**src/rtl/gatr_pkg.sv**
```systemverilog
// Package for the gate actuator timeout and retry controller.
// Holds sizes, operation and register codes, the compartment state type and
// the structs between the modules. No dependencies.
package gatr_pkg;

   // Number of compartment controllers, 1 to 15.
   localparam int COMPARTMENTS = 10;
   // Masks and switch fields cover compartments 1 to 10 only.
   localparam int MASK_BITS    = 10;
   // Wide enough to compare compartment numbers up to 32.
   localparam int NUM_W        = 6;

   localparam int OP_W         = 2;
   localparam int COMP_W       = 4;
   localparam int ACTIVE_W     = 4;
   localparam int TIMEOUT_W    = 16;
   localparam int RETRY_W      = 3;
   localparam int STATE_CODE_W = 3;
   localparam int CSR_INDEX_W  = 2;
   localparam int CSR_DATA_W   = 16;

   localparam logic [ACTIVE_W-1:0]  ACTIVE_RESET  = ACTIVE_W'(10);
   localparam logic [TIMEOUT_W-1:0] TIMEOUT_RESET = TIMEOUT_W'(10000);
   localparam logic [RETRY_W-1:0]   RETRY_RESET   = RETRY_W'(3);

   typedef logic [MASK_BITS-1:0] mask_type;

   typedef enum logic [OP_W-1:0] {
      OP_OPEN  = 2'd0,
      OP_CLOSE = 2'd1,
      OP_TICK  = 2'd2,
      OP_QUERY = 2'd3
   } op_type;

   typedef enum logic [CSR_INDEX_W-1:0] {
      REG_ACTIVE_COUNT  = 2'd0,
      REG_TIMEOUT_TICKS = 2'd1,
      REG_RETRY_LIMIT   = 2'd2
   } reg_index_type;

   typedef enum logic [4:0] {
      ST_CLOSED  = 5'b00001,
      ST_OPENING = 5'b00010,
      ST_OPEN    = 5'b00100,
      ST_CLOSING = 5'b01000,
      ST_ERROR   = 5'b10000
   } gate_state_type;

   localparam logic [STATE_CODE_W-1:0] CODE_CLOSED  = 3'd0;
   localparam logic [STATE_CODE_W-1:0] CODE_OPENING = 3'd1;
   localparam logic [STATE_CODE_W-1:0] CODE_OPEN    = 3'd2;
   localparam logic [STATE_CODE_W-1:0] CODE_CLOSING = 3'd3;
   localparam logic [STATE_CODE_W-1:0] CODE_ERROR   = 3'd4;

   // Configuration as seen by the compartment controllers.
   typedef struct packed {
      logic [NUM_W-1:0]     eff_active;
      logic [TIMEOUT_W-1:0] timeout_ticks;
      logic [RETRY_W-1:0]   retry_limit;
   } cfg_type;

   // One processing step as seen by one compartment.
   typedef struct packed {
      logic   step;
      op_type op;
      logic   sel;
      logic   active;
      logic   open_sw;
      logic   closed_sw;
   } cell_cmd_type;

   // Values a compartment will hold after the current step.
   typedef struct packed {
      gate_state_type state;
      logic           servo;
      logic           retry;
      logic           accept;
   } cell_stat_type;

   function automatic logic [STATE_CODE_W-1:0] state_code(input gate_state_type s);
      logic [STATE_CODE_W-1:0] code;
      case (s)
         ST_CLOSED:  code = CODE_CLOSED;
         ST_OPENING: code = CODE_OPENING;
         ST_OPEN:    code = CODE_OPEN;
         ST_CLOSING: code = CODE_CLOSING;
         ST_ERROR:   code = CODE_ERROR;
         default:    code = CODE_CLOSED;
      endcase
      return code;
   endfunction

endpackage

```
**src/rtl/gatr_if.sv**
```systemverilog
// Valid/ready channel interfaces for requests, responses and register writes.
// Depends on gatr_pkg.
interface gatr_req_if;
   import gatr_pkg::*;
   logic                 valid;
   logic                 ready;
   op_type               op;
   logic [COMP_W-1:0]    compartment;
   logic [MASK_BITS-1:0] open_switches;
   logic [MASK_BITS-1:0] closed_switches;
   modport source (output valid, op, compartment, open_switches, closed_switches,
                   input ready);
   modport sink   (input valid, op, compartment, open_switches, closed_switches,
                   output ready);
endinterface

interface gatr_rsp_if;
   import gatr_pkg::*;
   logic                    valid;
   logic                    ready;
   logic [STATE_CODE_W-1:0] addressed_state;
   logic                    accepted;
   logic [MASK_BITS-1:0]    servo_open_mask;
   logic [MASK_BITS-1:0]    moving_mask;
   logic [MASK_BITS-1:0]    error_mask;
   logic [MASK_BITS-1:0]    retry_mask;
   modport source (output valid, addressed_state, accepted, servo_open_mask,
                   moving_mask, error_mask, retry_mask, input ready);
   modport sink   (input valid, addressed_state, accepted, servo_open_mask,
                   moving_mask, error_mask, retry_mask, output ready);
endinterface

interface gatr_csr_if;
   import gatr_pkg::*;
   logic                   valid;
   logic                   ready;
   logic [CSR_INDEX_W-1:0] index;
   logic [CSR_DATA_W-1:0]  data;
   modport source (output valid, index, data, input ready);
   modport sink   (input valid, index, data, output ready);
endinterface

```
**src/rtl/gatr_csr.sv**
```systemverilog
// Configuration registers: active count, move timeout and retry limit.
// Depends on gatr_pkg and gatr_if.
module gatr_csr (
   input  logic             clock,
   input  logic             reset,
   gatr_csr_if.sink         csr_chan,
   output gatr_pkg::cfg_type cfg
);
   import gatr_pkg::*;

   logic [ACTIVE_W-1:0]  active_count_ff;
   logic [TIMEOUT_W-1:0] timeout_ticks_ff;
   logic [RETRY_W-1:0]   retry_limit_ff;

   assign csr_chan.ready = 1'b1;

   always_ff @(posedge clock) begin
      if (reset) begin
         active_count_ff  <= ACTIVE_RESET;
         timeout_ticks_ff <= TIMEOUT_RESET;
         retry_limit_ff   <= RETRY_RESET;
      end else if (csr_chan.valid) begin
         case (reg_index_type'(csr_chan.index))
            REG_ACTIVE_COUNT:  active_count_ff  <= csr_chan.data[ACTIVE_W-1:0];
            REG_TIMEOUT_TICKS: timeout_ticks_ff <= csr_chan.data[TIMEOUT_W-1:0];
            REG_RETRY_LIMIT:   retry_limit_ff   <= csr_chan.data[RETRY_W-1:0];
            default: ;
         endcase
      end
   end

   // A count above the number of controllers acts as the full set.
   always_comb begin
      if (NUM_W'(active_count_ff) > NUM_W'(COMPARTMENTS)) begin
         cfg.eff_active = NUM_W'(COMPARTMENTS);
      end else begin
         cfg.eff_active = NUM_W'(active_count_ff);
      end
      cfg.timeout_ticks = timeout_ticks_ff;
      cfg.retry_limit   = retry_limit_ff;
   end
endmodule

```
**src/rtl/gatr_cell.sv**
```systemverilog
// Controller of one compartment: gate state, move timer, retry count, servo.
// Depends on gatr_pkg.
module gatr_cell (
   input  logic                    clock,
   input  logic                    reset,
   input  gatr_pkg::cfg_type       cfg,
   input  gatr_pkg::cell_cmd_type  cmd,
   output gatr_pkg::cell_stat_type stat
);
   import gatr_pkg::*;

   gate_state_type       state_ff, state_in;
   logic [TIMEOUT_W-1:0] elapsed_ff, elapsed_in;
   logic [RETRY_W-1:0]   retries_ff, retries_in;
   logic                 servo_ff, servo_in;
   logic                 retry, accept, moving;

   assign moving = (state_ff == ST_OPENING) || (state_ff == ST_CLOSING);

   always_comb begin
      state_in   = state_ff;
      elapsed_in = elapsed_ff;
      retries_in = retries_ff;
      servo_in   = servo_ff;
      retry      = 1'b0;
      accept     = 1'b0;
      case (cmd.op)
         OP_OPEN: begin
            if (cmd.sel && (state_ff == ST_CLOSED || state_ff == ST_ERROR)) begin
               state_in   = ST_OPENING;
               elapsed_in = '0;
               retries_in = '0;
               servo_in   = 1'b1;
               accept     = 1'b1;
            end
         end
         OP_CLOSE: begin
            if (cmd.sel && (state_ff == ST_OPEN || state_ff == ST_ERROR)) begin
               state_in   = ST_CLOSING;
               elapsed_in = '0;
               retries_in = '0;
               servo_in   = 1'b0;
               accept     = 1'b1;
            end
         end
         OP_TICK: begin
            if (cmd.active && moving) begin
               if (elapsed_ff >= cfg.timeout_ticks) begin
                  // Stuck move: restart the timer while retries remain.
                  if (retries_ff < cfg.retry_limit) begin
                     retries_in = retries_ff + RETRY_W'(1);
                     elapsed_in = '0;
                     retry      = 1'b1;
                  end else begin
                     state_in = ST_ERROR;
                  end
               end else begin
                  elapsed_in = elapsed_ff + TIMEOUT_W'(1);
                  if (state_ff == ST_OPENING && cmd.open_sw) begin
                     state_in = ST_OPEN;
                  end else if (state_ff == ST_CLOSING && cmd.closed_sw) begin
                     state_in = ST_CLOSED;
                  end
               end
            end
         end
         default: ;
      endcase
   end

   always_ff @(posedge clock) begin
      if (reset) begin
         state_ff   <= ST_CLOSED;
         elapsed_ff <= '0;
         retries_ff <= '0;
         servo_ff   <= 1'b0;
      end else if (cmd.step) begin
         state_ff   <= state_in;
         elapsed_ff <= elapsed_in;
         retries_ff <= retries_in;
         servo_ff   <= servo_in;
      end
   end

   assign stat.state  = state_in;
   assign stat.servo  = servo_in;
   assign stat.retry  = retry;
   assign stat.accept = accept;
endmodule

```
**src/rtl/gate_actuator_timeout_retry_fsm_core.sv**
```systemverilog
// Gate actuator controller with move timeout and retry, top level.
// The request is held in the request register, then the response word in the response
// register, where it waits until it is taken. Throughput: one word per cycle while the
// response side takes words; a stalled response holds both stages.
// Synchronous active-high reset: every compartment closed, timers and retry
// counts zero, servos closed, registers at defaults. Depends on gatr_pkg,
// gatr_if, gatr_csr and gatr_cell.
module gate_actuator_timeout_retry_fsm_core (
   input  logic       clock,
   input  logic       reset,
   gatr_req_if.sink   req_chan,
   gatr_rsp_if.source rsp_chan,
   gatr_csr_if.sink   csr_chan
);
   import gatr_pkg::*;

   cfg_type cfg;

   logic                 s1_valid_ff, s1_valid_in;
   op_type               s1_op_ff;
   logic [COMP_W-1:0]    s1_comp_ff;
   mask_type             s1_osw_ff;
   mask_type             s1_csw_ff;

   logic                    rsp_valid_ff, rsp_valid_in;
   logic [STATE_CODE_W-1:0] rsp_state_ff, rsp_state_in;
   logic                    rsp_accepted_ff, rsp_accepted_in;
   mask_type                rsp_servo_ff, rsp_servo_in;
   mask_type                rsp_moving_ff, rsp_moving_in;
   mask_type                rsp_error_ff, rsp_error_in;
   mask_type                rsp_retry_ff, rsp_retry_in;

   logic          advance, addressed;
   cell_cmd_type  cmd  [COMPARTMENTS];
   cell_stat_type stat [COMPARTMENTS];

   gatr_csr u_csr (
      .clock    (clock),
      .reset    (reset),
      .csr_chan (csr_chan),
      .cfg      (cfg)
   );

   // The request stage moves on whenever the response register is free or drained.
   assign advance        = s1_valid_ff && (!rsp_valid_ff || rsp_chan.ready);
   assign req_chan.ready = !s1_valid_ff || advance;
   assign s1_valid_in    = req_chan.valid || (s1_valid_ff && !advance);
   assign rsp_valid_in   = advance || (rsp_valid_ff && !rsp_chan.ready);

   assign addressed = (s1_comp_ff != '0) && (NUM_W'(s1_comp_ff) <= cfg.eff_active);

   for (genvar i = 0; i < COMPARTMENTS; i++) begin : g_cell
      logic osw_bit, csw_bit;
      if (i < MASK_BITS) begin : g_sw
         assign osw_bit = s1_osw_ff[i];
         assign csw_bit = s1_csw_ff[i];
      end else begin : g_no_sw
         assign osw_bit = 1'b0;
         assign csw_bit = 1'b0;
      end
      always_comb begin
         cmd[i].step      = advance;
         cmd[i].op        = s1_op_ff;
         cmd[i].sel       = addressed && (NUM_W'(s1_comp_ff) == NUM_W'(i + 1));
         cmd[i].active    = NUM_W'(i) < cfg.eff_active;
         cmd[i].open_sw   = osw_bit;
         cmd[i].closed_sw = csw_bit;
      end
      gatr_cell u_cell (
         .clock (clock),
         .reset (reset),
         .cfg   (cfg),
         .cmd   (cmd[i]),
         .stat  (stat[i])
      );
   end

   always_comb begin
      rsp_state_in    = '0;
      rsp_accepted_in = 1'b0;
      rsp_servo_in    = '0;
      rsp_moving_in   = '0;
      rsp_error_in    = '0;
      rsp_retry_in    = '0;
      for (int i = 0; i < COMPARTMENTS; i++) begin
         if (cmd[i].sel) begin
            rsp_state_in = rsp_state_in | state_code(stat[i].state);
         end
         rsp_accepted_in = rsp_accepted_in | stat[i].accept;
         if (i < MASK_BITS) begin
            rsp_servo_in[i]  = stat[i].servo;
            rsp_moving_in[i] = (stat[i].state == ST_OPENING) ||
                               (stat[i].state == ST_CLOSING);
            rsp_error_in[i]  = stat[i].state == ST_ERROR;
            rsp_retry_in[i]  = stat[i].retry;
         end
      end
   end

   always_ff @(posedge clock) begin
      if (reset) begin
         s1_valid_ff  <= 1'b0;
         rsp_valid_ff <= 1'b0;
      end else begin
         s1_valid_ff  <= s1_valid_in;
         rsp_valid_ff <= rsp_valid_in;
      end
   end

   always_ff @(posedge clock) begin
      if (req_chan.valid && req_chan.ready) begin
         s1_op_ff   <= req_chan.op;
         s1_comp_ff <= req_chan.compartment;
         s1_osw_ff  <= req_chan.open_switches;
         s1_csw_ff  <= req_chan.closed_switches;
      end
      if (advance) begin
         rsp_state_ff    <= rsp_state_in;
         rsp_accepted_ff <= rsp_accepted_in;
         rsp_servo_ff    <= rsp_servo_in;
         rsp_moving_ff   <= rsp_moving_in;
         rsp_error_ff    <= rsp_error_in;
         rsp_retry_ff    <= rsp_retry_in;
      end
   end

   assign rsp_chan.valid           = rsp_valid_ff;
   assign rsp_chan.addressed_state = rsp_state_ff;
   assign rsp_chan.accepted        = rsp_accepted_ff;
   assign rsp_chan.servo_open_mask = rsp_servo_ff;
   assign rsp_chan.moving_mask     = rsp_moving_ff;
   assign rsp_chan.error_mask      = rsp_error_ff;
   assign rsp_chan.retry_mask      = rsp_retry_ff;
endmodule

```
**src/flat_wrapper.sv**
```systemverilog
// flat-port wrapper written by rule: the top's interface ports become plain ports
module gate_actuator_timeout_retry_fsm_core_flat import gatr_pkg::*;
  (clock, reset, req_chan_valid, req_chan_op, req_chan_compartment, req_chan_open_switches, req_chan_closed_switches, req_chan_ready, rsp_chan_valid, rsp_chan_addressed_state, rsp_chan_accepted, rsp_chan_servo_open_mask, rsp_chan_moving_mask, rsp_chan_error_mask, rsp_chan_retry_mask, rsp_chan_ready, csr_chan_valid, csr_chan_index, csr_chan_data, csr_chan_ready);
  gatr_req_if req_chan_i ();
  gatr_rsp_if rsp_chan_i ();
  gatr_csr_if csr_chan_i ();
  input  logic clock;
  input  logic reset;
  input wire logic [$bits(req_chan_i.valid)-1:0] req_chan_valid;
  input wire logic [$bits(req_chan_i.op)-1:0] req_chan_op;
  input wire logic [$bits(req_chan_i.compartment)-1:0] req_chan_compartment;
  input wire logic [$bits(req_chan_i.open_switches)-1:0] req_chan_open_switches;
  input wire logic [$bits(req_chan_i.closed_switches)-1:0] req_chan_closed_switches;
  output wire logic [$bits(req_chan_i.ready)-1:0] req_chan_ready;
  output wire logic [$bits(rsp_chan_i.valid)-1:0] rsp_chan_valid;
  output wire logic [$bits(rsp_chan_i.addressed_state)-1:0] rsp_chan_addressed_state;
  output wire logic [$bits(rsp_chan_i.accepted)-1:0] rsp_chan_accepted;
  output wire logic [$bits(rsp_chan_i.servo_open_mask)-1:0] rsp_chan_servo_open_mask;
  output wire logic [$bits(rsp_chan_i.moving_mask)-1:0] rsp_chan_moving_mask;
  output wire logic [$bits(rsp_chan_i.error_mask)-1:0] rsp_chan_error_mask;
  output wire logic [$bits(rsp_chan_i.retry_mask)-1:0] rsp_chan_retry_mask;
  input wire logic [$bits(rsp_chan_i.ready)-1:0] rsp_chan_ready;
  input wire logic [$bits(csr_chan_i.valid)-1:0] csr_chan_valid;
  input wire logic [$bits(csr_chan_i.index)-1:0] csr_chan_index;
  input wire logic [$bits(csr_chan_i.data)-1:0] csr_chan_data;
  output wire logic [$bits(csr_chan_i.ready)-1:0] csr_chan_ready;
  assign req_chan_i.valid = req_chan_valid;
  assign req_chan_i.op = req_chan_op;
  assign req_chan_i.compartment = req_chan_compartment;
  assign req_chan_i.open_switches = req_chan_open_switches;
  assign req_chan_i.closed_switches = req_chan_closed_switches;
  assign req_chan_ready = req_chan_i.ready;
  assign rsp_chan_valid = rsp_chan_i.valid;
  assign rsp_chan_addressed_state = rsp_chan_i.addressed_state;
  assign rsp_chan_accepted = rsp_chan_i.accepted;
  assign rsp_chan_servo_open_mask = rsp_chan_i.servo_open_mask;
  assign rsp_chan_moving_mask = rsp_chan_i.moving_mask;
  assign rsp_chan_error_mask = rsp_chan_i.error_mask;
  assign rsp_chan_retry_mask = rsp_chan_i.retry_mask;
  assign rsp_chan_i.ready = rsp_chan_ready;
  assign csr_chan_i.valid = csr_chan_valid;
  assign csr_chan_i.index = csr_chan_index;
  assign csr_chan_i.data = csr_chan_data;
  assign csr_chan_ready = csr_chan_i.ready;
  gate_actuator_timeout_retry_fsm_core u_core (.clock(clock), .reset(reset), .req_chan(req_chan_i), .rsp_chan(rsp_chan_i), .csr_chan(csr_chan_i));
endmodule
```
**config.mk**
```make
export PLATFORM = sky130hd
export DESIGN_NAME = gate_actuator_timeout_retry_fsm_core_flat
export DESIGN_NICKNAME = d
export VERILOG_FILES = /design/src/rtl/gatr_pkg.sv /design/src/rtl/gatr_if.sv /design/src/rtl/gatr_csr.sv /design/src/rtl/gatr_cell.sv /design/src/rtl/gate_actuator_timeout_retry_fsm_core.sv /design/src/flat_wrapper.sv
export SDC_FILE = /design/constraint.sdc
export NUM_CORES = 1
export LEC_CHECK = 0
export ABC_CLOCK_PERIOD_IN_PS = 4700
export BUFFER_PORTS_ARGS = -buffer_cell sky130_fd_sc_hd__buf_2
export CORE_ASPECT_RATIO = 1.5
export CORE_UTILIZATION = 30
export DETAILED_ROUTE_END_ITERATION = 12
export PLACE_DENSITY = 0.56
export SYNTH_ARGS = -nofsm -noshare
export SYNTH_HDL_FRONTEND = slang
export SYNTH_SLANG_ARGS = --single-unit
```
**constraint.sdc**
```tcl
create_clock -name clock -period 4.7 [get_ports clock]
set_clock_uncertainty 0.1 [all_clocks]
set_input_delay 0.94 -clock clock [delete_from_list [all_inputs] [get_ports clock]]
set_output_delay 0.94 -clock clock [all_outputs]
set_load 0.05 [all_outputs]
```
==> out/summary.txt <==
Status - completed
Syn_area_per_cell - 8.35 µm²
Synthesized cell area - 21800 µm²
Vias in the first global route - 18779
Clock period minus worst slack - 4350 ps
Max-slew violation count - 0
H-tree lvl count - 2
Yosys cell types - 101
Setup TNS - 0 ps
Final Hold Vio Count - 0
Clock latency on the worst-skew pair - 570 ps
Finished Layout Cells - 3640
Critical Path RT - 4900 ps
Total CTS buffers - 38
WS Path Type - flop to flop
WP buf/inv - 0
I/O Buffers - 94
Drt drc - 0
Min-delay src - u_core.u_csr.timeout_ticks_ff[11]
Pre-antenna DRT Iters - 6
Die Ht - 332 µm
Most used cell, CP - o21ai_0
Fmax - 230 MHz
Clock slew at reported path FFs - 70 ps
Area of the multi-input gates - 13500 µm²
Dpl hpwl - 54100 µm
Yosys warns - 0
Most frequent cells in the layout - nor2_1 (303), dfxtp_1 (275), nand2_1 (274), ha_1 (204), a21oi_1 (203)
CP Cell Sequence - o21ai_0, and2_1, ha_1, and4_1, nand3_1, o21a_1, nor4_1, a21oi_1, o21ai_0, xor2_1, a211oi_1, o2111ai_1
Initial DRC count - 1334
Layout cells sized above 1 - 10.0%
Seq cells post-synth - 345
Clock Tree Buf Depth - 3
Post-Place Cells - 3574
Gr usage total - 19.1%
Final ANT Viol Nets - 0
Maxcap violations - 0
Sequential area share after synthesis - 34.8%
Antenna Cells - 0
CP max stage cell - nor4_1
Syn_nets - 2868
FF-to-FF Start - u_core.u_csr.active_count_ff[2]
Top delay family on crit path - compound AO/OA/AOI/OAI gates
Die ar. - 73900 µm²
Detail-routed net length per standard cell - 19.7 µm
Final WL - 71900 µm
# hold bufs at CTS - 0
Initial antenna violation count - 3
Register area - 7610 µm²
Post-Syn Instances - 2615
Fin crit share - 92.6%
Crit start category - flop
Area growth, synth to finish - 13.3%
Final #Nets - 2952
Critical path data arrival time - 4550 ps
HP Class - flop to flop
Fillers - 7543
Number of flops mapped to enable cells by yosys - 70
Slowest stage delay, CP - 720 ps
Worst setup path startpoint - u_core.u_csr.active_count_ff[2]
Max VDD drop - 0.000186 V
PD cells - 281 nW/µm²
# setup viols final - 0
Worst slew margin - 36.6%
Postcts setup bufs - 0
First-pass GRT wire length - 110000 µm
Leading cell type in the layout, fill and taps excluded - nor2_1
RSZ-0062 raised after global routing - false
Routed vias - 19719
Asr flop ratio synth - 0%
Crit end category - flop
Boundary pin count - 96
Largest net degree at the start of global routing - 73
Ys flop type - dfxtp_1
Crit path max fanout - 13
Global route overflow - 0
TritonCTS clock tree - yes
Post-CTS resize count - 0
Core ar. - 71800 µm²
Clock Tree Root - clkbuf_16
P_leak - 9.60 nW
Worst slew pin tran - 947 ps
Vias per cell - 5.42
Starting Density - 30.4%
# clock sinks - 345
Row count - 120
Final GP Congestion - 0.941
Die width - 222 µm
==> final cells by class <==
| cell class | instances | area share (%) |
|---|---|---|
| clock buffers | 50 | 4.35 |
| repair buffers | 159 | 3.98 |
| clock inverters | 16 | 0.854 |
| well taps | 915 | 4.63 |
| inverters | 68 | 1.04 |
| flip-flops and latches | 345 | 30.7 |
| multi-input cells | 2087 | 54.4 |
==> cells by family (layout without fill, tap and decap cells) <==
group           Yosys count  in the layout  share of synthesized area (%)
buf+inv                 183            293                           3.55
compound gates          589            589                           17.2
simple gates           1130           1130                           26.1
other cells               1              1                         0.0172
mux                      22             22                           1.01
fa+ha+maj               204            204                           11.7
xor+xnor                141            141                           5.65
flops                   345            345                           34.8
==> worst register-to-register path: stages (launching register included) <==
cell and delay, ps:
dfxtp_1 620, o21ai_0 180, and2_1 190, ha_1 290
and4_1 240, nand3_1 90, o21a_1 220, nor4_1 730
a21oi_1 190, o21ai_0 600, xor2_1 240, a211oi_1 260
o2111ai_1 130
==> per-layer routing <==
metal | track usage (%) | part of all wire [%]
met1 | 23.0 | 43
met2 | 33.1 | 48
met3 | 2.34 | 4.2
met4 | 9.77 | 5.1
met5 | 0 | 0.063
==> through the flow <==
stage	setup slack [ps]	power (W)	cell area (µm²)	hold slack [ps]	utilization [%]
2_1_floorplan	689	0.00360	21800	336	-
3_3_place_gp	486	0.00383	23500	343	32.7
3_5_place_dp	407	0.00383	23500	349	32.7
4_1_cts	378	0.00704	24800	359	34.5
5_1_grt	78.1	0.00720	24800	379	34.5
6_report	347	0.00697	24800	354	34.5
==> path summary, 6_finish.rpt <==
| check | slack, ps | depth (start not counted) | endpoint |
|---|---|---|---|
| max | 350 | 12 | u_core.rsp_chan.addressed_state[0] |
| min | 350 | 2 | u_core.u_csr.timeout_ticks_ff[11] |
| max reg2reg | 350 | 12 | u_core.rsp_chan.addressed_state[0] |
| min reg2reg | 350 | 2 | u_core.u_csr.timeout_ticks_ff[11] |
==> report_power, final <==
group | switching, W | internal, W | total [W]
Combinational | 0.000441 | 0.000184 | 0.000625
Sequential | 0.0000663 | 0.00308 | 0.00314
Clock | 0.00131 | 0.00188 | 0.00320
Total | 0.00182 | 0.00515 | 0.00697
==> synth_stat cells (12+ instances only) <==
cell type,n,area share (%)
a211oi_1,41,1.4
a21o_1,30,1.0
a21oi_1,203,4.7
a31oi_1,18,0.52
and3_1,72,2.1
and4_1,17,0.68
buf_2,14,0.32
clkbuf_1,81,1.4
dfxtp_1,275,25
edfxtp_1,70,9.6
ha_1,204,12
inv_1,66,1.1
mux2i_1,22,1.0
nand2_1,274,4.7
nand2b_1,40,1.1
nand3_1,91,2.1
nand3b_1,21,0.72
nand4_1,58,1.7
nor2_1,304,5.2
nor2b_1,14,0.40
nor3_1,87,2.0
nor3b_1,16,0.55
nor4_1,28,0.80
o211ai_1,24,0.83
o21a_1,13,0.45
o21ai_0,127,2.9
o31ai_1,13,0.45
or3_1,26,0.74
or4_1,12,0.41
xnor2_1,62,2.5
xor2_1,79,3.2
==> registers in the layout (all words and copies together) (netlist names) <==
register	cells
u_core.g_cell.u_cell.elapsed_ff	160
u_core.g_cell.u_cell.state_ff	50
u_core.g_cell.u_cell.retries_ff	30
u_core.u_csr.timeout_ticks_ff	16
u_core.g_cell.u_cell.servo_ff	10
u_core.rsp_chan.error_mask	10
u_core.rsp_chan.moving_mask	10
u_core.rsp_chan.retry_mask	10
u_core.rsp_chan.servo_open_mask	10
u_core.s1_csw_ff	10
u_core.s1_osw_ff	10
u_core.s1_comp_ff	4
u_core.u_csr.active_count_ff	4
u_core.rsp_chan.addressed_state	3
u_core.u_csr.retry_limit_ff	3
u_core.s1_op_ff	2
u_core.rsp_chan.accepted	1
u_core.rsp_chan.valid	1
u_core.s1_valid_ff	1
Note: power is estimated with default switching activity, not from simulation.
